File: src/design/assert_macros.svh
// Assertion macros shared by the RTL of the frame serializer.
`ifndef ASSERT_MACROS_SVH
`define ASSERT_MACROS_SVH

`ifndef ASSERT_OFF

`define ASSERT_CLK(lbl, clk, rstn, prop) \
  lbl: assert property (@(posedge clk) disable iff (!(rstn)) prop) \
    else $error("%m: assertion failed");

`define ASSERT_NEVER(lbl, clk, rstn, cond) \
  lbl: assert property (@(posedge clk) disable iff (!(rstn)) !(cond)) \
    else $error("%m: forbidden condition seen");

`else

`define ASSERT_CLK(lbl, clk, rstn, prop)

`define ASSERT_NEVER(lbl, clk, rstn, cond)

`endif

`endif

File: src/design/mlcd_pkg.sv
// ----------------------------------------------------------------------------
// mlcd_pkg
// Sizes, command codes, shared types and helpers of the memory-LCD frame
// serializer.
// ----------------------------------------------------------------------------
package mlcd_pkg;

  localparam int ROW_BYTES   = 16;
  localparam int ROWS        = 128;
  localparam int STORE_DEPTH = ROWS * ROW_BYTES;

  localparam int ADDR_W = (STORE_DEPTH > 1) ? $clog2(STORE_DEPTH) : 1;
  localparam int ROW_W  = (ROWS > 1) ? $clog2(ROWS) : 1;
  localparam int COL_W  = (ROW_BYTES > 1) ? $clog2(ROW_BYTES) : 1;

  localparam logic [COL_W-1:0] LAST_COL = COL_W'(ROW_BYTES - 1);

  typedef enum logic [1:0] {
    FUNC_WRITE   = 2'd0,
    FUNC_REFRESH = 2'd1,
    FUNC_CLEAR   = 2'd2,
    FUNC_TOGGLE  = 2'd3
  } func_e;

  localparam logic [7:0] CMD_WRITE  = 8'b1000_0000;
  localparam logic [7:0] CMD_CLEAR  = 8'b0010_0000;
  localparam logic [7:0] CMD_TOGGLE = 8'b0000_0000;
  localparam logic [7:0] VCOM_BIT   = 8'b0100_0000;
  localparam logic [7:0] BYTE_ZERO  = 8'b0000_0000;
  localparam logic [7:0] BYTE_WHITE = 8'b1111_1111;

  // one beat leaving the sequencer; from_mem selects the RAM read data
  typedef struct packed {
    logic [7:0] spi_byte;
    logic       from_mem;
    logic       frame_end;
    logic       last;
  } beat_t;

  typedef struct packed {
    logic [7:0] spi_byte;
    logic       frame_end;
    logic       last;
  } out_beat_t;

  typedef struct packed {
    logic [1:0] count;
    logic       pop;
  } fifo_stat_t;

  typedef struct packed {
    logic              we;
    logic              re;
    logic [ADDR_W-1:0] addr;
    logic [7:0]        wdata;
  } ram_req_t;

  function automatic logic [7:0] reverse8(input logic [7:0] v);
    logic [7:0] r;
    for (int i = 0; i < 8; i++) begin
      r[i] = v[7-i];
    end
    return r;
  endfunction

  function automatic logic [ADDR_W-1:0] store_addr(input logic [ROW_W-1:0] row,
                                                   input logic [COL_W-1:0] col);
    return ADDR_W'(row * ROW_BYTES + col);
  endfunction

endpackage

File: src/design/mlcd_out_if.sv
// ----------------------------------------------------------------------------
// mlcd_out_if
// Byte channel of the frame serializer: valid/ready plus one link byte.
// ----------------------------------------------------------------------------
interface mlcd_out_if;
  logic       valid;
  logic       ready;
  logic [7:0] spi_byte;
  logic       frame_end;
  logic       last;

  modport source (
    output valid, spi_byte, frame_end, last,
    input  ready
  );

  modport sink (
    input  valid, spi_byte, frame_end, last,
    output ready
  );
endinterface

File: src/design/mlcd_out_fifo.sv
// ----------------------------------------------------------------------------
// mlcd_out_fifo
// Two-entry output queue; decouples the link side from the sequencer.
// ----------------------------------------------------------------------------
`include "assert_macros.svh"

module mlcd_out_fifo (
  input  logic                 clk_i,
  input  logic                 rst_ni,
  input  logic                 push_i,
  input  mlcd_pkg::out_beat_t  push_beat_i,
  mlcd_out_if.source           rsp_o,
  output mlcd_pkg::fifo_stat_t stat_o
);

  mlcd_pkg::out_beat_t entry_q [2];
  logic       wr_q, wr_d;
  logic       rd_q, rd_d;
  logic [1:0] count_q, count_d;
  logic       pop;

  assign rsp_o.valid     = (count_q != 2'd0);
  assign rsp_o.spi_byte  = entry_q[rd_q].spi_byte;
  assign rsp_o.frame_end = entry_q[rd_q].frame_end;
  assign rsp_o.last      = entry_q[rd_q].last;

  assign pop = rsp_o.valid && rsp_o.ready;

  always_comb begin
    wr_d    = push_i ? ~wr_q : wr_q;
    rd_d    = pop ? ~rd_q : rd_q;
    count_d = count_q + {1'b0, push_i} - {1'b0, pop};
  end

  always_ff @(posedge clk_i or negedge rst_ni) begin
    if (!rst_ni) begin
      wr_q    <= 1'b0;
      rd_q    <= 1'b0;
      count_q <= 2'd0;
    end else begin
      wr_q    <= wr_d;
      rd_q    <= rd_d;
      count_q <= count_d;
    end
  end

  always_ff @(posedge clk_i) begin
    if (push_i) begin
      entry_q[wr_q] <= push_beat_i;
    end
  end

  assign stat_o.count = count_q;
  assign stat_o.pop   = pop;

  // the sequencer's credit check keeps the queue from ever being pushed when full
  `ASSERT_NEVER(a_push_full, clk_i, rst_ni, push_i && count_q == 2'd2)
  `ASSERT_NEVER(a_count_range, clk_i, rst_ni, count_q == 2'd3)
  `ASSERT_CLK(a_count_up, clk_i, rst_ni, push_i && !pop |=> count_q == $past(count_q) + 2'd1)

endmodule

File: src/flat_wrapper.sv
// flat-port wrapper written by rule: the top's interface ports become plain ports
module mlcd_out_fifo_flat 
  (clk_i, rst_ni, push_i, push_beat_i, stat_o, rsp_o_valid, rsp_o_spi_byte, rsp_o_frame_end, rsp_o_last, rsp_o_ready);
  mlcd_out_if rsp_o_i ();
  input  logic clk_i;
  input  logic rst_ni;
  input  logic push_i;
  input  mlcd_pkg::out_beat_t push_beat_i;
  output mlcd_pkg::fifo_stat_t stat_o;
  output wire logic [$bits(rsp_o_i.valid)-1:0] rsp_o_valid;
  output wire logic [$bits(rsp_o_i.spi_byte)-1:0] rsp_o_spi_byte;
  output wire logic [$bits(rsp_o_i.frame_end)-1:0] rsp_o_frame_end;
  output wire logic [$bits(rsp_o_i.last)-1:0] rsp_o_last;
  input wire logic [$bits(rsp_o_i.ready)-1:0] rsp_o_ready;
  assign rsp_o_valid = rsp_o_i.valid;
  assign rsp_o_spi_byte = rsp_o_i.spi_byte;
  assign rsp_o_frame_end = rsp_o_i.frame_end;
  assign rsp_o_last = rsp_o_i.last;
  assign rsp_o_i.ready = rsp_o_ready;
  mlcd_out_fifo u_core (.clk_i(clk_i), .rst_ni(rst_ni), .push_i(push_i), .push_beat_i(push_beat_i), .rsp_o(rsp_o_i), .stat_o(stat_o));
endmodule
File: config.mk
export PLATFORM = sky130hd
export DESIGN_NAME = mlcd_out_fifo_flat
export DESIGN_NICKNAME = d
export VERILOG_FILES = /design/src/design/mlcd_pkg.sv /design/src/design/mlcd_out_if.sv /design/src/design/mlcd_out_fifo.sv /design/src/flat_wrapper.sv
export VERILOG_INCLUDE_DIRS = /design/src /design/src/design
export SDC_FILE = /design/constraint.sdc
export NUM_CORES = 1
export LEC_CHECK = 0
export BUFFER_PORTS_ARGS = -buffer_cell sky130_fd_sc_hd__buf_2
export CELL_PAD_IN_SITES_DETAIL_PLACEMENT = 1
export CELL_PAD_IN_SITES_GLOBAL_PLACEMENT = 2
export CORE_MARGIN = 5
export CORE_UTILIZATION = 35
export CTS_CLUSTER_SIZE = 10
export DETAILED_ROUTE_END_ITERATION = 6
export PLACE_DENSITY = 0.78
export SYNTH_ARGS = -nofsm -noshare
export SYNTH_HDL_FRONTEND = slang
export SYNTH_SLANG_ARGS = --single-unit
File: constraint.sdc
create_clock -name clk_i -period 1.62 [get_ports clk_i]
set_input_delay 0.243 -clock clk_i [delete_from_list [all_inputs] [get_ports clk_i]]
set_output_delay 0.243 -clock clk_i [all_outputs]
set_load 0.01 [all_outputs]
==> results of run 1 <==
==> cells by family after synthesis <==
group	Yosys count	share of synthesized area [%]
flip-flops	24	73.0
multiplexers	10	15.3
XOR/XNOR	4	3.65
buffers and inverters	4	2.74
AND/OR/NAND/NOR	3	1.96
adder cells (fa/ha/maj)	2	2.61
AO/OA/AOI/OAI	1	0.783
==> power by group <==
part           switching [uW]  total (uW)  leakage, uW  internal [uW]
registers                74.8         915     0.000233            841
clock network             164         260    0.0000150           95.9
logic                     397        1010     0.000301            610
==> area by class of cell <==
| type | count | area [um2] |
|---|---|---|
| clock buffer | 4 | 26.3 |
| multi-input combinational | 20 | 243 |
| timing repair buffer | 37 | 263 |
| tap | 31 | 38.8 |
| sequential | 24 | 702 |
| inverter | 2 | 7.51 |
| fill | 266 | 1410 |
==> routing by layer <==
layer	vias up	global-route usage (%)	routed length (um)
met5	-	0	0
met4	0	4.77	9
met3	2	3.78	135
met2	21	14.5	870
met1	254	9.47	674
li1	256	-	-
==> what timing repair did <==
item                       in CTS  in global routing
gates cloned                    0                  0
setup endpoints to repair       7                  8
pin swaps                       0                  2
resized for setup               1                  8
hold buffers                    1                  0
hold endpoints to repair        4                  0
buffers inserted                3                  4
==> stage by stage <==
step           utilization, %  hold slack (ps)  total power [uW]
6_report                 47.6              112              2180
5_1_grt                  47.6             83.4              2330
4_1_cts                  44.8              102              2050
3_5_place_dp             42.5             55.1              1720
3_3_place_gp             42.5             55.4              1700
2_1_floorplan               -            -52.6              1440
==> synthesized netlist by cell type <==
library cell	instances	area [um2]
edfxtp_1	20	601
mux2_4	9	135
dfrtp_1	4	100
ha_1	2	25.0
inv_1	2	7.51
xnor2_1	2	17.5
xor2_1	2	17.5
and2_1	1	6.26
buf_4	1	7.51
buf_6	1	11.3
mux2_2	1	11.3
nor2b_1	1	6.26
o21a_1	1	7.51
or2_2	1	6.26
==> worst min path at each step <==
stage | from | endpoint | cells after the start
floorplan | rst_ni | u_core.count_q[0]$_DFF_PN0_ | 0
global placement | rst_ni | u_core.wr_q$_DFFE_PN0P_ | 1
detailed placement | rst_ni | u_core.wr_q$_DFFE_PN0P_ | 1
CTS | push_beat_i[0] | u_core.entry_q[0][0]$_DFFE_PP_ | 1
global route | push_beat_i[5] | u_core.entry_q[1][5]$_DFFE_PP_ | 1
finish | push_beat_i[5] | u_core.entry_q[1][5]$_DFFE_PP_ | 1
==> state kept, by name, summed over array words and instances, names as in the netlist <==
name	cells
u_core.wr_q	1
u_core.entry_q	20
u_core.rd_q	1
u_core.count_q	2
==> run summary, run 1 <==
Cells after Synth - 48
Worst Setup Path Type - register to primary output
Crit. Startpoint - u_core.rd_q$_DFFE_PN0P_
clock skew - 13.1 ps
register area share after synthesis - 73.0%
largest net degree at the start of global routing - 14
placed cell count - 106
Yosys reg bits - 24
# port buffers - 27
initial antenna violation count - 0
R2R depth - 6
most frequent cells in the layout - buf_2, edfxtp_1, mux2_4
die area - 3890 um2
CTS root buf - clkbuf_4
Reg-to-Reg Start - u_core.count_q[0]$_DFF_PN0_
Unique masters post-synth - 14
Vias - 533
clock latency on the worst-skew pair - 310 ps
CTS tree - yes
Final ANT Viol Nets - 0
Syn-to-layout area delta - 33.4%
layout cells sized above 1 - 60.9%
global route overflow - 0
final RePlAce weighted congestion - 0.636
Non-Filler Instances - 118
Core Region - 2690 um2
Mean Syn Cell Area - 20.0 um2
power per cell area - 1710 nW/um2
period utilization - 96.7%
via/cell ratio - 4.52
number of remaining DRC errors - 0
min Tclk post-route - 1570 ps
WP data required - 1380 ps
cell family with most CP delay - flip-flops
crit path launch type - register
CP Cell Sequence - buf_4 -> mux2_4 -> buf_2
most common cell after layout, fill and taps aside - buf_2
Slew headroom - 67.9%
max cap viols - 0
cts bufs inserted - 3
GR Util All Layers - 8.82%
flop-to-flop setup slack - 140 ps
post-route setup slack - 53.7 ps
Final setup viols - 0
peak supply drop - 0.907 mV
DRT iter0 DRCs - 6
Place WS - 82.9 ps
fin area - 1280 um2
RSZ-0062 raised after global routing - yes
Least-Margin Pin Slew - 482 ps
CP max stage cell - dfrtp_2
FP Rows - 19
Die H - 62.4 um
Yosys warnings - 0
final max-slew violation count - 0
Hold WC Path Type - primary input to register
vias in the first global route - 551
dpl hpwl - 1240 um
CP max stage delay - 450 ps
WL/cell - 14.3 um
Routed Wire Length - 1690 um
Initial Utilization - 35.7%
I/O pins - 28
CP Depth - 3
critical path fanouts, max - 3
leakage power - 0.000549 uW
Max Fclk - 638 MHz
outcome - complete, no violations
Clock H-tree levels - 1
Hold Violations, Final - 0
r2r endpoint - u_core.count_q[1]$_DFF_PN0_
Worst EP arrival - 1320 ps
Die Span X - 62.4 um
WP buf/inv - 2
Reg clk slew, reported paths - 130 ps
CP endpoint kind - primary output
Inserted Diodes - 0
Sum Neg Setup Slack - 0 ps
layout net count - 104
syn nets - 64
CP endpoint - rsp_o_spi_byte[4]
DRT Pass-1 Iters - 2
clk buf depth - 2
first-pass GRT wire length - 2620 um
CTS sink cnt - 24
dpl cell area - 1140 um2
Post-Syn Area - 960 um2
Power figures use the tool's default switching activity.
==> run 2: changes to the inputs <==
clock period = 1.45 ns   (was 1.62 ns; I/O delays follow)
==> run summary, run 2 (same netlist as run 1, synthesis figures left out) <==
outcome - complete, but fails checks (was complete, no violations)
violated checks - negative setup slack
Initial Utilization - 35.7% (unchanged)
largest net degree at the start of global routing - 14 (unchanged)
Final setup viols - 11 (was 0)
I/O pins - 28 (unchanged)
via/cell ratio - 4.44 (was 4.52)
max FFs per register - 20 (unchanged)
Syn-to-layout area delta - 38.5% (was 33.4%)
CP endpoint kind - primary output (unchanged)
dpl cell area - 1170 um2 (was 1140 um2)
CP max stage cell - dfrtp_1 (was dfrtp_2)
# port buffers - 27 (unchanged)
CTS sink cnt - 24 (unchanged)
peak supply drop - 1.02 mV (was 0.907 mV)
RSZ-0062 raised after global routing - yes (unchanged)
Slew headroom - 68.6% (was 67.9%)
post-route setup slack - -77.9 ps (was 53.7 ps)
Hold Violations, Final - 0 (unchanged)
Max Used Layer - met4 (unchanged)
most common cell after layout, fill and taps aside - edfxtp_1 (was buf_2)
most frequent cells in the layout - edfxtp_1, buf_6, buf_2 (was buf_2, edfxtp_1, mux2_4)
Die Span X - 62.4 um (unchanged)
layout net count - 104 (unchanged)
cell family with most CP delay - flip-flops (unchanged)
layout cells sized above 1 - 59.8% (was 60.9%)
number of remaining DRC errors - 0 (unchanged)
Routed Wire Length - 1620 um (was 1690 um)
power per cell area - 1910 nW/um2 (was 1710 nW/um2)
min Tclk post-route - 1530 ps
Inserted Diodes - 0 (unchanged)
Top reg by flops - u_core.entry_q (unchanged)
leakage power - 0.000570 uW (was 0.000549 uW)
global route overflow - 0 (unchanged)
die area - 3890 um2 (unchanged)
clock skew - 7.21 ps (was 13.1 ps)
final max-slew violation count - 0 (unchanged)
metal2 WL - 831 um (was 870 um)
Final ANT Viol Nets - 0 (unchanged)
DR WL met3 - 121 um (was 135 um)
Vias - 524 (was 533)
GR Util All Layers - 9.05% (was 8.82%)
CTS tree - yes (unchanged)
period utilization - 105%
cts bufs inserted - 3 (unchanged)
CP Cell Sequence - buf_6 -> mux2_4 -> buf_6 (was buf_4 -> mux2_4 -> buf_2)
Hold WC Path Type - primary input to register (unchanged)
fin area - 1330 um2 (was 1280 um2)
DRT Pass-1 Iters - 4 (was 2)
clock latency on the worst-skew pair - 300 ps (was 310 ps)
metal1 wirelength - 646 um (was 674 um)
Worst Setup Path Type - register to primary output (unchanged)
Core Region - 2690 um2 (unchanged)
Max Fclk - 654 MHz
final RePlAce weighted congestion - 0.695 (was 0.636)
Place WS - -19.5 ps (was 82.9 ps)
placed cell count - 111 (was 106)
Reg clk slew, reported paths - 120 ps (was 130 ps)
CTS root buf - clkbuf_4 (unchanged)
WP data required - 1230 ps (was 1380 ps)
Non-Filler Instances - 118 (unchanged)
clk buf depth - 2 (unchanged)
crit path launch type - register (unchanged)
Die H - 62.4 um (unchanged)
WL/cell - 13.7 um (was 14.3 um)
CP max stage delay - 420 ps (was 450 ps)
CP most frequent cell - buf_6
first-pass GRT wire length - 2820 um (was 2620 um)
vias in the first global route - 613 (was 551)
WHS - 91.0 ps (was 112 ps)
top flop regs - u_core.entry_q: 20 flops, u_core.count_q: 2 flops (unchanged)
Least-Margin Pin Slew - 471 ps (was 482 ps)
initial antenna violation count - 0 (unchanged)
Clock H-tree levels - 1 (unchanged)
Worst EP arrival - 1310 ps (was 1320 ps)
dpl hpwl - 1280 um (was 1240 um)
DRT iter0 DRCs - 9 (was 6)
FP Rows - 19 (unchanged)
WP buf/inv - 2 (unchanged)
max cap viols - 0 (unchanged)
Sum Neg Setup Slack - -682 ps (was 0 ps)
critical path fanouts, max - 7 (was 3)
run 2: cell types whose count changed in the layout (fill, tap and decap cells not counted), sizes merged:
cell	before	now
clkbuf	4	3
clkinv	0	1
run 2: metal layers:
layer  vias up  GRT usage [%]
met5         -              0
met4         0           3.18
met3         2           3.06
met2        19           15.5
met1       251           10.4
li1        252              -
run 2: report_power, final:
group	switching, uW	internal (uW)
logic	479	774
registers	68.4	936
clock network	181	100
run 2: what timing repair did:
item / CTS / global route
setup endpoints to repair: 12 / 13
pin swaps: 1 / 3
gates resized for setup: 17 / 3
hold endpoints to repair: 4 / 0
hold buffers: 1 / 0
setup buffers: 2 / 0
run 2: path summary, 6_finish.rpt:
check,from,end,slack [ps],cells after the start
max in group asynchronous,rst_ni,u_core.wr_q$_DFFE_PN0P_,1100,2
setup / recovery,u_core.rd_q$_DFFE_PN0P_,rsp_o_spi_byte[7],-80,3
setup reg to reg,u_core.count_q[1]$_DFF_PN0_,u_core.count_q[1]$_DFF_PN0_,-20,6
min in group asynchronous,rst_ni,u_core.rd_q$_DFFE_PN0P_,230,2
hold / removal,push_beat_i[6],u_core.entry_q[1][6]$_DFFE_PP_,90,1
hold reg to reg,u_core.wr_q$_DFFE_PN0P_,u_core.wr_q$_DFFE_PN0P_,490,1
run 2: layout make-up:
cell class | instances | area (um2)
Clock inverter | 1 | 3.75
Inverter | 2 | 7.51
Multi-Input combinational cell | 20 | 249
Fill cell | 263 | 1360
Timing Repair Buffer | 37 | 307
Tap cell | 31 | 38.8
Clock buffer | 3 | 22.5
Sequential cell | 24 | 701
run 2: per-stage QoR:
stage	util (%)	total power (uW)
after floorplan	-	1610
after global placement	43.5	1940
after detailed placement	43.5	1970
after CTS	49.0	2560
after global routing	49.5	2710
final	49.5	2540
==> run 3: changes to the inputs <==
clock period = 1.5 ns   (was 1.45 ns; I/O delays follow)
==> run summary, run 3 (same netlist as run 1, synthesis figures left out) <==
CTS root buf - clkbuf_4 (unchanged)
combinational fraction of design power - 47.7% (was 49.3%)
Die H - 62.4 um (unchanged)
Slew headroom - 67.8% (was 68.6%)
CP Depth - 3 (unchanged)
final core area utilization - 48.8% (was 49.5%)
WHS - 98.1 ps (was 91.0 ps)
first-pass GRT wire length - 2800 um (was 2820 um)
layout net count - 104 (unchanged)
max cap viols - 0 (unchanged)
Hold Violations, Final - 0 (unchanged)
number of remaining DRC errors - 0 (unchanged)
Clock power frac - 11.4% (was 11.1%)
cell family with most CP delay - flip-flops (unchanged)
power per cell area - 1860 nW/um2 (was 1910 nW/um2)
Hold WC Path Type - primary input to register (unchanged)
max FFs per register - 20 (unchanged)
FP Rows - 19 (unchanged)
min Tclk post-route - 1580 ps
R2R depth - 6 (unchanged)
period utilization - 105%
WP buf/inv - 2 (unchanged)
Pint - 1730 uW (was 1810 uW)
CP max stage delay - 480 ps (was 420 ps)
die area - 3890 um2 (unchanged)
Final setup viols - 10 (was 11)
most frequent cells in the layout - edfxtp_1, buf_2, buf_6 (was edfxtp_1, buf_6, buf_2)
Non-Filler Instances - 118 (unchanged)
Core Region - 2690 um2 (unchanged)
via/cell ratio - 4.58 (was 4.44)
WL/cell - 14.8 um (was 13.7 um)
# port buffers - 27 (unchanged)
final RePlAce weighted congestion - 0.664 (was 0.695)
Sum Neg Setup Slack - -739 ps (was -682 ps)
largest net degree at the start of global routing - 14 (unchanged)
clock skew - 7.16 ps (was 7.21 ps)
Die Span X - 62.4 um (unchanged)
I/O pins - 28 (unchanged)
leakage power - 0.000561 uW (was 0.000570 uW)
most common cell after layout, fill and taps aside - edfxtp_1 (unchanged)
top flop regs - u_core.entry_q: 20 flops, u_core.count_q: 2 flops (unchanged)
Reg power frac - 40.9% (was 39.6%)
final max-slew violation count - 0 (unchanged)
outcome - complete, but fails checks (unchanged)
Least-Margin Pin Slew - 483 ps (was 471 ps)
Worst EP arrival - 1360 ps (was 1310 ps)
layout cells sized above 1 - 60.9% (was 59.8%)
Switching Share - 28.9% (was 28.7%)
clock latency on the worst-skew pair - 300 ps (about the same)
Routed Wire Length - 1740 um (was 1620 um)
placed cell count - 108 (was 111)
Reg clk slew, reported paths - 130 ps (was 120 ps)
clk buf depth - 2 (unchanged)
initial antenna violation count - 0 (unchanged)
CTS sink cnt - 24 (unchanged)
Vias - 540 (was 524)
peak supply drop - 1.04 mV (was 1.02 mV)
critical path fanouts, max - 7 (unchanged)
CP endpoint kind - primary output (unchanged)
post-route setup slack - -80.1 ps (was -77.9 ps)
global route overflow - 0 (unchanged)
crit path launch type - register (unchanged)
CP max stage cell - dfrtp_2 (was dfrtp_1)
DRT Pass-1 Iters - 3 (was 4)
Initial Utilization - 35.7% (unchanged)
DRT iter0 DRCs - 3 (was 9)
CTS tree - yes (unchanged)
Worst Hold Path Cells - 1 (unchanged)
cts bufs inserted - 3 (unchanged)
violated checks - negative setup slack (unchanged)
Clock H-tree levels - 1 (unchanged)
Syn-to-layout area delta - 36.6% (was 38.5%)
vias in the first global route - 629 (was 613)
WP data required - 1270 ps (was 1230 ps)
Worst Setup Path Type - register to primary output (unchanged)
Max Fclk - 633 MHz
CP Cell Sequence - buf_12 -> mux2_4 -> buf_6 (was buf_6 -> mux2_4 -> buf_6)
RSZ-0062 raised after global routing - yes (unchanged)
Fillers - 270 (was 263)
Inserted Diodes - 0 (unchanged)
P_sw - 705 uW (was 729 uW)
Final ANT Viol Nets - 0 (unchanged)
Top reg by flops - u_core.entry_q (unchanged)
GR Util All Layers - 9.36% (was 9.05%)
## run 3: cell counts in the layout (fill, tap and decap cells not counted)
No cell type changed its count.
## run 3: area by class of cell
cell class / count / area, um2 / share of cell area [%]
sequential: 24 / 702 / 53.5
timing repair buffer: 37 / 292 / 22.2
multi-input combinational: 20 / 245 / 18.7
tap: 31 / 38.8 / 2.96
clock buffer: 3 / 22.5 / 1.72
inverter: 2 / 7.51 / 0.573
clock inverter: 1 / 3.75 / 0.286
## run 3: worst paths after layout
path,slack [ps],start,to
worst max-delay path,-80,u_core.rd_q$_DFFE_PN0P_,rsp_o_spi_byte[5]
worst min-delay path,100,push_beat_i[6],u_core.entry_q[1][6]$_DFFE_PP_
worst max register to register,50,u_core.count_q[0]$_DFF_PN0_,u_core.count_q[1]$_DFF_PN0_
worst min register to register,490,u_core.wr_q$_DFFE_PN0P_,u_core.wr_q$_DFFE_PN0P_
max in group asynchronous,1120,rst_ni,u_core.rd_q$_DFFE_PN0P_
min in group asynchronous,230,rst_ni,u_core.wr_q$_DFFE_PN0P_
## run 3: worst reg2reg max path, delay by kind of cell, from the launching register on
kind / cells / cell delay (ps)
AO/OA/AOI/OAI: 1 / 200
XOR/XNOR: 2 / 250
adder cells (fa/ha/maj): 2 / 440
buffers and inverters: 1 / 40
flip-flops: 1 / 430
## run 3: power by group through the flow
stage               clock network (uW)  logic [uW]  registers (uW)
floorplan                            0         564             992
global placement                     0         860            1000
detailed placement                   0         873            1020
CTS                                290        1150            1000
global route                       321        1240            1020
finish                             277        1160             998
## run 3: timing repair
action / in CTS / in global routing
setup endpoints to repair: 11 / 12
resized for setup: 12 / 3
buffers inserted: 5 / 0
endpoints found under the hold margin: 4 / 0
gates cloned: 0 / 0
hold buffers: 1 / 0
## run 3: metal layers
layer  vias up  global-route usage (%)  wire (um)
met5         -                       0          0
met4         0                    4.77         39
met1       258                    9.39        662
li1        255                       -          -
met2        23                    17.0        920
met3         4                    3.06        121
## run 3: stage by stage
step / instance area [um2] / power [uW] / setup slack (ps)
final: 1310 / 2440 / -80.1
after CTS: 1300 / 2440 / -102
after detailed placement: 1160 / 1900 / 33.0
after global placement: 1160 / 1860 / 99.5
after floorplan: 960 / 1560 / 8.17
after global routing: 1310 / 2590 / -148
