File: src/design/assert_macros.svh
// Assertion macros shared by the RTL of the frame serializer.
`ifndef ASSERT_MACROS_SVH
`define ASSERT_MACROS_SVH

`ifndef ASSERT_OFF

`define ASSERT_CLK(lbl, clk, rstn, prop) \
  lbl: assert property (@(posedge clk) disable iff (!(rstn)) prop) \
    else $error("%m: assertion failed");

`define ASSERT_NEVER(lbl, clk, rstn, cond) \
  lbl: assert property (@(posedge clk) disable iff (!(rstn)) !(cond)) \
    else $error("%m: forbidden condition seen");

`else

`define ASSERT_CLK(lbl, clk, rstn, prop)

`define ASSERT_NEVER(lbl, clk, rstn, cond)

`endif

`endif

File: src/design/mlcd_pkg.sv
// ----------------------------------------------------------------------------
// mlcd_pkg
// Sizes, command codes, shared types and helpers of the memory-LCD frame
// serializer.
// ----------------------------------------------------------------------------
package mlcd_pkg;

  localparam int ROW_BYTES   = 16;
  localparam int ROWS        = 128;
  localparam int STORE_DEPTH = ROWS * ROW_BYTES;

  localparam int ADDR_W = (STORE_DEPTH > 1) ? $clog2(STORE_DEPTH) : 1;
  localparam int ROW_W  = (ROWS > 1) ? $clog2(ROWS) : 1;
  localparam int COL_W  = (ROW_BYTES > 1) ? $clog2(ROW_BYTES) : 1;

  localparam logic [COL_W-1:0] LAST_COL = COL_W'(ROW_BYTES - 1);

  typedef enum logic [1:0] {
    FUNC_WRITE   = 2'd0,
    FUNC_REFRESH = 2'd1,
    FUNC_CLEAR   = 2'd2,
    FUNC_TOGGLE  = 2'd3
  } func_e;

  localparam logic [7:0] CMD_WRITE  = 8'b1000_0000;
  localparam logic [7:0] CMD_CLEAR  = 8'b0010_0000;
  localparam logic [7:0] CMD_TOGGLE = 8'b0000_0000;
  localparam logic [7:0] VCOM_BIT   = 8'b0100_0000;
  localparam logic [7:0] BYTE_ZERO  = 8'b0000_0000;
  localparam logic [7:0] BYTE_WHITE = 8'b1111_1111;

  // one beat leaving the sequencer; from_mem selects the RAM read data
  typedef struct packed {
    logic [7:0] spi_byte;
    logic       from_mem;
    logic       frame_end;
    logic       last;
  } beat_t;

  typedef struct packed {
    logic [7:0] spi_byte;
    logic       frame_end;
    logic       last;
  } out_beat_t;

  typedef struct packed {
    logic [1:0] count;
    logic       pop;
  } fifo_stat_t;

  typedef struct packed {
    logic              we;
    logic              re;
    logic [ADDR_W-1:0] addr;
    logic [7:0]        wdata;
  } ram_req_t;

  function automatic logic [7:0] reverse8(input logic [7:0] v);
    logic [7:0] r;
    for (int i = 0; i < 8; i++) begin
      r[i] = v[7-i];
    end
    return r;
  endfunction

  function automatic logic [ADDR_W-1:0] store_addr(input logic [ROW_W-1:0] row,
                                                   input logic [COL_W-1:0] col);
    return ADDR_W'(row * ROW_BYTES + col);
  endfunction

endpackage

File: src/design/mlcd_in_if.sv
// ----------------------------------------------------------------------------
// mlcd_in_if
// Request channel of the frame serializer: valid/ready plus request fields.
// ----------------------------------------------------------------------------
interface mlcd_in_if;
  logic       valid;
  logic       ready;
  logic [1:0] func;
  logic [7:0] line;
  logic [5:0] column;
  logic [7:0] data;
  logic       first_line;
  logic       last_line;

  modport source (
    output valid, func, line, column, data, first_line, last_line,
    input  ready
  );

  modport sink (
    input  valid, func, line, column, data, first_line, last_line,
    output ready
  );
endinterface

File: src/design/mlcd_ctrl.sv
// ----------------------------------------------------------------------------
// mlcd_ctrl
// Request sequencer: row valid bits, VCOM phase, store read/modify/write and
// byte issue toward the output queue.
// ----------------------------------------------------------------------------
`include "assert_macros.svh"

module mlcd_ctrl (
  input  logic                 clk_i,
  input  logic                 rst_ni,
  mlcd_in_if.sink              req_i,
  input  mlcd_pkg::fifo_stat_t fifo_i,
  output mlcd_pkg::ram_req_t   ram_o,
  output logic                 beat_valid_o,
  output mlcd_pkg::beat_t      beat_o
);

  typedef enum logic [1:0] {
    ST_IDLE,
    ST_FILL,
    ST_EMIT
  } state_e;

  typedef enum logic [2:0] {
    P_CMD,
    P_ADDR,
    P_ROW,
    P_TRAIL,
    P_END
  } phase_e;

  state_e                         state_q, state_d;
  phase_e                         phase_q, phase_d;
  mlcd_pkg::func_e                func_q, func_d;
  logic [7:0]                     line_q, line_d;
  logic [mlcd_pkg::COL_W-1:0]     col_q, col_d;
  logic [7:0]                     data_q, data_d;
  logic                           last_line_q, last_line_d;
  logic                           row_ok_q, row_ok_d;
  logic [mlcd_pkg::COL_W-1:0]     j_q, j_d;
  logic                           vcom_q, vcom_d;
  logic [mlcd_pkg::ROWS-1:0]      row_valid_q, row_valid_d;
  logic                           s1_valid_q, s1_valid_d;
  mlcd_pkg::beat_t                beat_q, beat_d;

  logic                           line_ok;
  logic                           col_ok;
  logic [mlcd_pkg::ROW_W-1:0]     row_in;
  logic [mlcd_pkg::COL_W-1:0]     col_in;
  logic [mlcd_pkg::ROW_W-1:0]     row_cur;
  logic                           issue_ok;
  logic [7:0]                     cmd_base;

  assign req_i.ready = (state_q == ST_IDLE);

  assign line_ok = ({1'b0, req_i.line} < 9'(mlcd_pkg::ROWS));
  assign col_ok  = ({1'b0, req_i.column} < 7'(mlcd_pkg::ROW_BYTES));
  assign row_in  = req_i.line[mlcd_pkg::ROW_W-1:0];
  assign col_in  = req_i.column[mlcd_pkg::COL_W-1:0];
  assign row_cur = line_q[mlcd_pkg::ROW_W-1:0];

  // one beat in flight plus queue fill must leave room once the RAM data lands
  assign issue_ok = ({1'b0, fifo_i.count} + {2'b00, s1_valid_q})
                    <= ({2'b00, fifo_i.pop} + 3'd1);

  always_comb begin
    case (func_q)
      mlcd_pkg::FUNC_REFRESH: cmd_base = mlcd_pkg::CMD_WRITE;
      mlcd_pkg::FUNC_CLEAR:   cmd_base = mlcd_pkg::CMD_CLEAR;
      default:                cmd_base = mlcd_pkg::CMD_TOGGLE;
    endcase
  end

  always_comb begin
    state_d     = state_q;
    phase_d     = phase_q;
    func_d      = func_q;
    line_d      = line_q;
    col_d       = col_q;
    data_d      = data_q;
    last_line_d = last_line_q;
    row_ok_d    = row_ok_q;
    j_d         = j_q;
    vcom_d      = vcom_q;
    row_valid_d = row_valid_q;
    s1_valid_d  = 1'b0;
    beat_d      = beat_q;
    ram_o.we    = 1'b0;
    ram_o.re    = 1'b0;
    ram_o.addr  = mlcd_pkg::store_addr(row_cur, j_q);
    ram_o.wdata = mlcd_pkg::BYTE_WHITE;

    case (state_q)
      ST_IDLE: begin
        if (req_i.valid) begin
          func_d      = mlcd_pkg::func_e'(req_i.func);
          line_d      = req_i.line;
          col_d       = col_in;
          data_d      = req_i.data;
          last_line_d = req_i.last_line;
          j_d         = '0;
          case (mlcd_pkg::func_e'(req_i.func))
            mlcd_pkg::FUNC_WRITE: begin
              if (line_ok && col_ok) begin
                if (row_valid_q[row_in]) begin
                  ram_o.we    = 1'b1;
                  ram_o.addr  = mlcd_pkg::store_addr(row_in, col_in);
                  ram_o.wdata = req_i.data;
                end else begin
                  // row still reads as white: write the whole row first
                  state_d = ST_FILL;
                end
              end
            end
            mlcd_pkg::FUNC_REFRESH: begin
              row_ok_d = line_ok && row_valid_q[row_in];
              phase_d  = req_i.first_line ? P_CMD : P_ADDR;
              state_d  = ST_EMIT;
            end
            mlcd_pkg::FUNC_CLEAR: begin
              row_valid_d = '0;
              phase_d     = P_CMD;
              state_d     = ST_EMIT;
            end
            default: begin
              phase_d = P_CMD;
              state_d = ST_EMIT;
            end
          endcase
        end
      end

      ST_FILL: begin
        ram_o.we    = 1'b1;
        ram_o.wdata = (j_q == col_q) ? data_q : mlcd_pkg::BYTE_WHITE;
        if (j_q == mlcd_pkg::LAST_COL) begin
          row_valid_d[row_cur] = 1'b1;
          state_d              = ST_IDLE;
        end else begin
          j_d = j_q + 1'b1;
        end
      end

      ST_EMIT: begin
        if (issue_ok) begin
          s1_valid_d       = 1'b1;
          beat_d.spi_byte  = mlcd_pkg::BYTE_ZERO;
          beat_d.from_mem  = 1'b0;
          beat_d.frame_end = 1'b0;
          beat_d.last      = 1'b0;
          case (phase_q)
            P_CMD: begin
              beat_d.spi_byte = cmd_base | (vcom_q ? mlcd_pkg::VCOM_BIT : mlcd_pkg::BYTE_ZERO);
              vcom_d          = ~vcom_q;
              phase_d         = (func_q == mlcd_pkg::FUNC_REFRESH) ? P_ADDR : P_END;
            end
            P_ADDR: begin
              beat_d.spi_byte = mlcd_pkg::reverse8(line_q);
              phase_d         = P_ROW;
            end
            P_ROW: begin
              if (row_ok_q) begin
                ram_o.re        = 1'b1;
                beat_d.from_mem = 1'b1;
              end else begin
                beat_d.spi_byte = mlcd_pkg::BYTE_WHITE;
              end
              if (j_q == mlcd_pkg::LAST_COL) begin
                phase_d = P_TRAIL;
              end else begin
                j_d = j_q + 1'b1;
              end
            end
            P_TRAIL: begin
              if (last_line_q) begin
                phase_d = P_END;
              end else begin
                beat_d.last = 1'b1;
                state_d     = ST_IDLE;
              end
            end
            P_END: begin
              beat_d.frame_end = 1'b1;
              beat_d.last      = 1'b1;
              state_d          = ST_IDLE;
            end
            default: begin
              state_d = ST_IDLE;
            end
          endcase
        end
      end

      default: begin
        state_d = ST_IDLE;
      end
    endcase
  end

  always_ff @(posedge clk_i or negedge rst_ni) begin
    if (!rst_ni) begin
      state_q     <= ST_IDLE;
      phase_q     <= P_CMD;
      vcom_q      <= 1'b0;
      row_valid_q <= '0;
      s1_valid_q  <= 1'b0;
    end else begin
      state_q     <= state_d;
      phase_q     <= phase_d;
      vcom_q      <= vcom_d;
      row_valid_q <= row_valid_d;
      s1_valid_q  <= s1_valid_d;
    end
  end

  always_ff @(posedge clk_i) begin
    func_q      <= func_d;
    line_q      <= line_d;
    col_q       <= col_d;
    data_q      <= data_d;
    last_line_q <= last_line_d;
    row_ok_q    <= row_ok_d;
    j_q         <= j_d;
    beat_q      <= beat_d;
  end

  assign beat_valid_o = s1_valid_q;
  assign beat_o       = beat_q;

  `ASSERT_NEVER(a_no_write_in_emit, clk_i, rst_ni, ram_o.we && state_q == ST_EMIT)
  `ASSERT_CLK(a_mem_beat_read, clk_i, rst_ni, s1_valid_q && beat_q.from_mem |-> $past(ram_o.re))
  `ASSERT_CLK(a_vcom_on_cmd, clk_i, rst_ni, vcom_q != $past(vcom_q) |-> $past(state_q == ST_EMIT && phase_q == P_CMD && issue_ok))

endmodule

File: src/flat_wrapper.sv
// flat-port wrapper written by rule: the top's interface ports become plain ports
module mlcd_ctrl_flat 
  (clk_i, rst_ni, fifo_i, ram_o, beat_valid_o, beat_o, req_i_valid, req_i_func, req_i_line, req_i_column, req_i_data, req_i_first_line, req_i_last_line, req_i_ready);
  mlcd_in_if req_i_i ();
  input  logic clk_i;
  input  logic rst_ni;
  input  mlcd_pkg::fifo_stat_t fifo_i;
  output mlcd_pkg::ram_req_t ram_o;
  output logic beat_valid_o;
  output mlcd_pkg::beat_t beat_o;
  input wire logic [$bits(req_i_i.valid)-1:0] req_i_valid;
  input wire logic [$bits(req_i_i.func)-1:0] req_i_func;
  input wire logic [$bits(req_i_i.line)-1:0] req_i_line;
  input wire logic [$bits(req_i_i.column)-1:0] req_i_column;
  input wire logic [$bits(req_i_i.data)-1:0] req_i_data;
  input wire logic [$bits(req_i_i.first_line)-1:0] req_i_first_line;
  input wire logic [$bits(req_i_i.last_line)-1:0] req_i_last_line;
  output wire logic [$bits(req_i_i.ready)-1:0] req_i_ready;
  assign req_i_i.valid = req_i_valid;
  assign req_i_i.func = req_i_func;
  assign req_i_i.line = req_i_line;
  assign req_i_i.column = req_i_column;
  assign req_i_i.data = req_i_data;
  assign req_i_i.first_line = req_i_first_line;
  assign req_i_i.last_line = req_i_last_line;
  assign req_i_ready = req_i_i.ready;
  mlcd_ctrl u_core (.clk_i(clk_i), .rst_ni(rst_ni), .req_i(req_i_i), .fifo_i(fifo_i), .ram_o(ram_o), .beat_valid_o(beat_valid_o), .beat_o(beat_o));
endmodule
File: config.mk
export PLATFORM = sky130hd
export DESIGN_NAME = mlcd_ctrl_flat
export DESIGN_NICKNAME = d
export VERILOG_FILES = /design/src/design/mlcd_pkg.sv /design/src/design/mlcd_in_if.sv /design/src/design/mlcd_ctrl.sv /design/src/flat_wrapper.sv
export VERILOG_INCLUDE_DIRS = /design/src /design/src/design
export SDC_FILE = /design/constraint.sdc
export NUM_CORES = 1
export LEC_CHECK = 0
export ABC_AREA = 1
export BUFFER_PORTS_ARGS = -buffer_cell sky130_fd_sc_hd__buf_2
export CAP_MARGIN = 40
export CORE_UTILIZATION = 30
export CTS_BUF_LIST = sky130_fd_sc_hd__clkbuf_4
export DETAILED_ROUTE_END_ITERATION = 12
export SLEW_MARGIN = 30
export SYNTH_ARGS = -nofsm -noshare
export SYNTH_HDL_FRONTEND = slang
export SYNTH_SLANG_ARGS = --single-unit
File: constraint.sdc
create_clock -name clk_i -period 5.5 [get_ports clk_i]
set_clock_uncertainty 0.2 [all_clocks]
set_input_delay 0.825 -clock clk_i [delete_from_list [all_inputs] [get_ports clk_i]]
set_output_delay 0.825 -clock clk_i [all_outputs]
set_load 0.05 [all_outputs]
==> metrics.md, run 1 <==
| Metric | Value |
|---|---|
| Syn_area_per_cell | `8.148 um^2` |
| Root Driver | `clkbuf_4` |
| Setup CP Type | `input pin to primary output` |
| Post-DP HPWL | `15,610 um` |
| Setup violators final | `0` |
| Min Tclk post-route | `4359 ps` |
| CTS tree | `done` |
| Commonest non-fill, non-tap cell in the layout | `nand2_1` |
| Post-route ant nets | `0` |
| Fill cells | `3,002` |
| Total grt overflow | `0` |
| Max VDD drop | `0.1311 mV` |
| WP data arrival | `3330 ps` |
| Reg2Reg Capture Point | `u_core.row_valid_q[46]` |
| Slowest-stage cell, CP | `buf_4` |
| Ratio of cells with drive above 1 in the final layout | `12.13%` |
| Post-synth EDFFs | `39` |
| Fin. Hold Viols | `0` |
| Worst EP required | `4470 ps` |
| Synthesized area | `0.008653 mm^2` |
| Die H | `171.8 um` |
| CP bufs+invs | `5` |
| Drt total wl | `23,810 um` |
| Pre-CTS WS | `1166 ps` |
| RSZ-0062 raised after global routing | `no` |
| First-pass GRT wire length | `38,380 um` |
| R2R Path Start | `u_core.state_q[0]` |
| Highest Clock Rate | `0.2294 GHz` |
| Area delta synth->final | `12.43%` |
| MaxCap Viol Count | `0` |
| Final Util | `34.64%` |
| Initial DRC Count | `702` |
| Number of port buffers | `65` |
| Most frequent cells in the layout | `nand2_1, nor2_1, dfrtp_1` |
| Worst min-delay path class | `input pin to register` |
| CTS Buf Count | `17` |
| Max_slew headroom | `51.25%` |
| R2r setup slk | `2250 ps` |
| Hold EP | `u_core.data_q[5]` |
| Max incr delay on CP | `340 ps` |
| Worst Path Max Fanout | `36` |
| Final worst setup slack | `1141 ps` |
| Post-Syn Instances | `1,062` |
| CP delay by family, top | `simple AND/OR/NAND/NOR gates` |
| DRT Pass-1 Iters | `6` |
| Core region area | `0.02809 mm^2` |
| Total number of vias | `7,514` |
| Worst-Margin Slew | `725.8 ps` |
| I/O Pins | `66` |
| CP most frequent cell | `nand2_1` |
| CP Capture Type | `primary output` |
| CP Launch Type | `input pin` |
| Placed cell area | `0.009415 mm^2` |
| Register area share after synthesis | `52.57%` |
| Die area | `0.02953 mm^2` |
| Routed len/inst | `15.79 um` |
| # H-tree levels | `4` |
| Post-route cell area | `0.009729 mm^2` |
| Hold Path Origin | `req_i_data[5]` |
| Hold depth | `1` |
| Clock Sinks | `174` |
| Top FF cell, synth | `dfrtp_1` |
| Synth warn | `0` |
| Tcrit/Tclk final | `79.25%` |
| Cell Rows | `61` |
| Syn nets | `1,103` |
| Nets | `1,157` |
| Fin. max-slew vios | `0` |
| Register-to-Register Path Depth | `11` |
| Critical-path cell list | `buf_2, buf_4, inv_2, buf_4, nand2_1, nand3_1, nand3_1, nand2_1, nand2_1, nand3_1, nand3_1, nand2_1, nand2_2, nand2_4, nand3_2, nand2_1, nand2_1, buf_2` |
| Starting Density | `30.81%` |
| Vias in the first global route | `7,034` |
| Power density over cell area | `401.3 mW/mm^2` |
| Seq cells post-synth | `174` |
| Setup_tns | `0 ps` |
| Asr flop ratio synth | `77.59%` |
| DRC violations left | `0` |
| Worst-Skew Late Latency | `590 ps` |
| Avg Vias per Cell | `4.983` |
| Post-synth cell types | `44` |
| Initial antenna violation count | `1` |
| Leak | `4.504 nW` |
| Post-cts resize count | `0` |
| Deepest clock path buffer count | `2` |
| CTS clk-pin slew, worst paths | `150 ps` |
| Final GP Congestion | `0.8815` |
| Status | `finished clean` |
| Final Power | `3.904 mW` |
| Total GRT Usage | `16.86%` |
| Die Width | `171.8 um` |
| Largest net degree at the start of global routing | `62` |
-- routing by layer --
| layer | track usage [%] | part of all wire [%] | wire length (um) | vias up |
|---|---|---|---|---|
| met1 | 24.43 | 48 | 11340 | 3626 |
| met4 | 4.886 | 1.2 | 295 | 0 |
| met3 | 3.129 | 6.8 | 1615 | 28 |
| met5 | 0 | 0 | 0 | - |
| li1 | - | - | - | 3590 |
| met2 | 25.44 | 44 | 10560 | 270 |
-- worst max path at each step --
stage / startpoint / endpoint / slack (ps) / depth (start not counted)
3_5_place_dp: req_i_line[0] / ram_o[18] / 1170 / 18
4_1_cts: req_i_line[0] / ram_o[18] / 1160 / 18
6_report: req_i_line[0] / ram_o[16] / 1140 / 18
2_1_floorplan: fifo_i[1] / ram_o[19] / 1160 / 5
3_3_place_gp: req_i_line[0] / ram_o[18] / 1160 / 18
5_1_grt: req_i_line[0] / ram_o[12] / 880 / 18
-- cells in the mapped netlist, types with 3 or more instances --
library cell    n  area, um^2
nand2_1       263       987.2
nor2_1        138       518.0
dfrtp_1       135        3378
a21oi_1       134       670.6
nand3_1       125       625.6
inv_1          84       315.3
edfxtp_1       39        1171
buf_2          36       180.2
nand4_1        12       75.07
nor3_1         11       55.05
o21ai_0         9       45.04
clkbuf_1        8       30.03
ha_1            8       100.1
o21a_1          8       60.06
buf_4           5       37.54
xor2_1          4       35.03
buf_1           3       11.26
buf_6           3       33.78
inv_2           3       11.26
nand2_2         3       18.77
o211ai_1        3       22.52
o31ai_1         3       22.52
-- cell families after synthesis --
group                      count (synthesis)  share of synthesized area (%)
DFF                                      174                          52.57
and+or+nand+nor                          566                          28.15
buffers and inverters                    143                          7.201
AOI/OAI and AO/OA                        165                          10.18
xor gates and xnor gates                   5                         0.5060
adders and majority gates                  9                          1.388
-- through the flow --
| step | hold slack [ps] | std cells |
|---|---|---|
| global placement | 269.9 | 1465 |
| floorplan | 245.4 | 1062 |
| detailed placement | 265.8 | 1473 |
| finish | 208.5 | 1508 |
| global route | 165.3 | 1508 |
| CTS | 179.6 | 1506 |
-- power by group --
part	internal (mW)	switching, mW
Clock	0.291	0.469
Combinational	0.393	1.09
Sequential	1.54	0.127
-- sequential cells by signal (all words and copies together) (netlist names), 3 cells and up --
| signal | count |
|---|---|
| u_core.beat_o | 11 |
| u_core.col_q | 4 |
| u_core.data_q | 8 |
| u_core.j_q | 4 |
| u_core.line_q | 8 |
| u_core.phase_q | 3 |
| u_core.row_valid_q | 128 |
-- layout make-up --
cell class                      count  area [um^2]  area share, %
Clock buffer                       20        150.1          1.543
Sequential cell                   174         4549          46.76
Tap cell                          378        473.0          4.861
Clock inverter                     12        136.4          1.402
Inverter                           88        330.3          3.395
Multi-Input combinational cell    745         3496          35.93
Timing Repair Buffer               90        591.8          6.083
Antenna cell                        1        2.502        0.02572
-- repair_timing --
item | CTS | global route
hold buffers | 1 | 0
setup buffers | 0 | 0
endpoints found under the hold margin | 39 | 0
No activity file was read; power rests on OpenSTA's default activity.
==> inputs of run 2 (changes only) <==
- clock period: 5.5 -> 3.9 ns (I/O delays scaled with it)
==> run 2 against run 1 <==
  * Sequential share of layout area decreased by 1.3 points
  * Non-clock buffer count increased by 16
  * Sequential cell count unchanged
  * Power increased by 46%
  * Critical path type unchanged
  * Largest cell class unchanged
==> metrics.md, run 2 (synthesis results as in run 1) <==
| Metric | Value |
|---|---|
| Setup CP Type | `input pin to primary output (unchanged)` |
| Worst-Skew Late Latency | `590 ps (about the same)` |
| Initial antenna violation count | `1 (unchanged)` |
| Critical-path cell list | `buf_2, inv_2, buf_4, nand2_1, nand3_1, nand3_1, nand2_1, nand2_1, nand3_1, nand3_1, nand2_1, nand2_2, nand2_4, nand3_2, nand2_1, nand2_1, buf_2 (was buf_2, buf_4, inv_2, buf_4, nand2_1, nand3_1, nand3_1, nand2_1, nand2_1, nand3_1, nand3_1, nand2_1, nand2_2, nand2_4, nand3_2, nand2_1, nand2_1, buf_2)` |
| Worst EP required | `3120 ps (was 4470 ps)` |
| Power density over cell area | `569.2 mW/mm^2 (was 401.3 mW/mm^2)` |
| Fin. Hold Viols | `0 (unchanged)` |
| Reg with most FFs | `u_core.row_valid_q (unchanged)` |
| Number of flip-flops in the largest register | `128 (unchanged)` |
| Number of port buffers | `65 (unchanged)` |
| Leak | `4.616 nW (was 4.504 nW)` |
| WP data arrival | `2830 ps (was 3330 ps)` |
| Vias in the first global route | `7,160 (was 7,034)` |
| Total GRT Usage | `16.71% (was 16.86%)` |
| CP Launch Type | `input pin (unchanged)` |
| Clock Sinks | `174 (unchanged)` |
| Fin. max-slew vios | `0 (unchanged)` |
| Min Tclk post-route | `3618 ps` |
| Sequential Power Share | `41.3% (was 42.6%)` |
| Slowest-stage cell, CP | `buf_4 (unchanged)` |
| Largest net degree at the start of global routing | `74 (was 62)` |
| CTS clk-pin slew, worst paths | `150 ps (about the same)` |
| Worst-Margin Slew | `716.0 ps (was 725.8 ps)` |
| CP delay by family, top | `simple AND/OR/NAND/NOR gates (unchanged)` |
| CTS tree | `done (unchanged)` |
| I/O Pins | `66 (unchanged)` |
| MaxCap Viol Count | `0 (unchanged)` |
| Final GP Congestion | `0.8951 (was 0.8815)` |
| First-pass GRT wire length | `38,250 um (was 38,380 um)` |
| Die Width | `171.8 um (unchanged)` |
| Die area | `0.02953 mm^2 (unchanged)` |
| RSZ-0062 raised after global routing | `no (unchanged)` |
| CTS Buf Count | `17 (unchanged)` |
| Status | `finished clean (unchanged)` |
| Post-route ant nets | `0 (unchanged)` |
| Final Util | `35.61% (was 34.64%)` |
| Most frequent cells in the layout | `nand2_1, nor2_1, dfrtp_1 (unchanged)` |
| Nets | `1,173 (was 1,157)` |
| Setup_tns | `0 ps (unchanged)` |
| Switching Share | `41.90% (was 43.10%)` |
| DRT Pass-1 Iters | `5 (was 6)` |
| Total number of vias | `7,545 (was 7,514)` |
| Routed len/inst | `15.79 um (about the same)` |
| Commonest non-fill, non-tap cell in the layout | `nand2_1 (unchanged)` |
| Setup violators final | `0 (unchanged)` |
| Post-cts resize count | `0 (unchanged)` |
| Switching pwr | `2.385 mW (was 1.683 mW)` |
| CP most frequent cell | `nand2_1 (unchanged)` |
| Worst min-delay path class | `input pin to register (unchanged)` |
| Starting Density | `30.81% (unchanged)` |
| Deepest clock path buffer count | `2 (unchanged)` |
| Root Driver | `clkbuf_4 (unchanged)` |
| Max incr delay on CP | `260 ps (was 340 ps)` |
| Highest Clock Rate | `0.2764 GHz` |
| Combinational Power Share | `36.6% (was 37.9%)` |
| Area delta synth->final | `15.59% (was 12.43%)` |
| Worst Path Max Fanout | `19 (was 36)` |
| Cell Rows | `61 (unchanged)` |
| Avg Vias per Cell | `4.951 (was 4.983)` |
| Max VDD drop | `0.2007 mV (was 0.1311 mV)` |
| Hold buffers post-CTS | `15 (was 1)` |
| Ratio of cells with drive above 1 in the final layout | `12.14% (was 12.13%)` |
| # H-tree levels | `4 (unchanged)` |
| DRC violations left | `0 (unchanged)` |
| Core region area | `0.02809 mm^2 (unchanged)` |
| Clock power share | `22.1% (was 19.5%)` |
| Drt total wl | `24,070 um (was 23,810 um)` |
| Initial DRC Count | `881 (was 702)` |
| Post-DP HPWL | `15,530 um (was 15,610 um)` |
| Tcrit/Tclk final | `92.78%` |
| Max_slew headroom | `52.15% (was 51.25%)` |
| CP Capture Type | `primary output (unchanged)` |
| Total grt overflow | `0 (unchanged)` |
| Die H | `171.8 um (unchanged)` |
| Int Pwr | `3.308 mW (was 2.221 mW)` |
| CP bufs+invs | `4 (was 5)` |
| Post-CTS setup buffer count | `0 (unchanged)` |
run 2: cell types whose count changed in the layout (fill, tap and decap cells not counted), moves of 3 or more:
cell	delta
bufinv_16	+3
buf_6	-4
buf_12	+7
dlygate4sd3_1	+15
clkbuf_4	-3
run 2: routing by layer:
layer	up-vias	GRT usage, %	part of all wire, %
met1	3625	23.39	48
met2	271	26.56	45
li1	3622	-	-
met4	0	4.078	1.2
met5	-	0	0
met3	27	3.060	6.5
run 2: path summary, 6_finish.rpt:
path	startpoint	to	slack [ps]	cells after the start
setup / recovery	req_i_line[0]	ram_o[14]	280	17
min in group asynchronous	rst_ni	u_core.beat_valid_o	350	2
max in group asynchronous	rst_ni	u_core.row_valid_q[89]	2330	3
hold / removal	req_i_func[1]	u_core.func_q[1]	50	1
setup reg to reg	u_core.state_q[0]	u_core.row_valid_q[71]	840	11
hold reg to reg	u_core.vcom_q	u_core.vcom_q	280	1
run 2: per-stage QoR:
stage | worst slack (ps) | power [mW] | instance area (um^2) | cells | hold slack, ps
global placement | 390.4 | 4.425 | 9452 | 1473 | 264.8
CTS | 279.3 | 5.723 | 9990 | 1522 | 4.944
detailed placement | 292.9 | 4.459 | 9482 | 1475 | 269.3
global route | 28.48 | 6.020 | 10000 | 1524 | 9.271
floorplan | 528.4 | 3.867 | 8660 | 1062 | 89.41
finish | 281.8 | 5.693 | 10000 | 1524 | 46.13
run 2: final cells by class:
cell class / instances / area (um^2)
Sequential cell: 174 / 4549
Tap cell: 378 / 473.0
Clock inverter: 15 / 230.2
Clock buffer: 17 / 127.6
Timing Repair Buffer: 106 / 794.5
Inverter: 88 / 330.3
Multi-Input combinational cell: 745 / 3495
Fill cell: 2982 / 18080
Antenna cell: 1 / 2.502
run 2: power by group through the flow:
| stage | clock network (mW) | registers [mW] | logic [mW] |
|---|---|---|---|
| final | 1.26 | 2.35 | 2.08 |
| after global routing | 1.36 | 2.38 | 2.28 |
| after CTS | 1.29 | 2.35 | 2.09 |
| after detailed placement | 0 | 2.38 | 2.07 |
| after global placement | 0 | 2.39 | 2.04 |
| after floorplan | 0 | 2.42 | 1.44 |
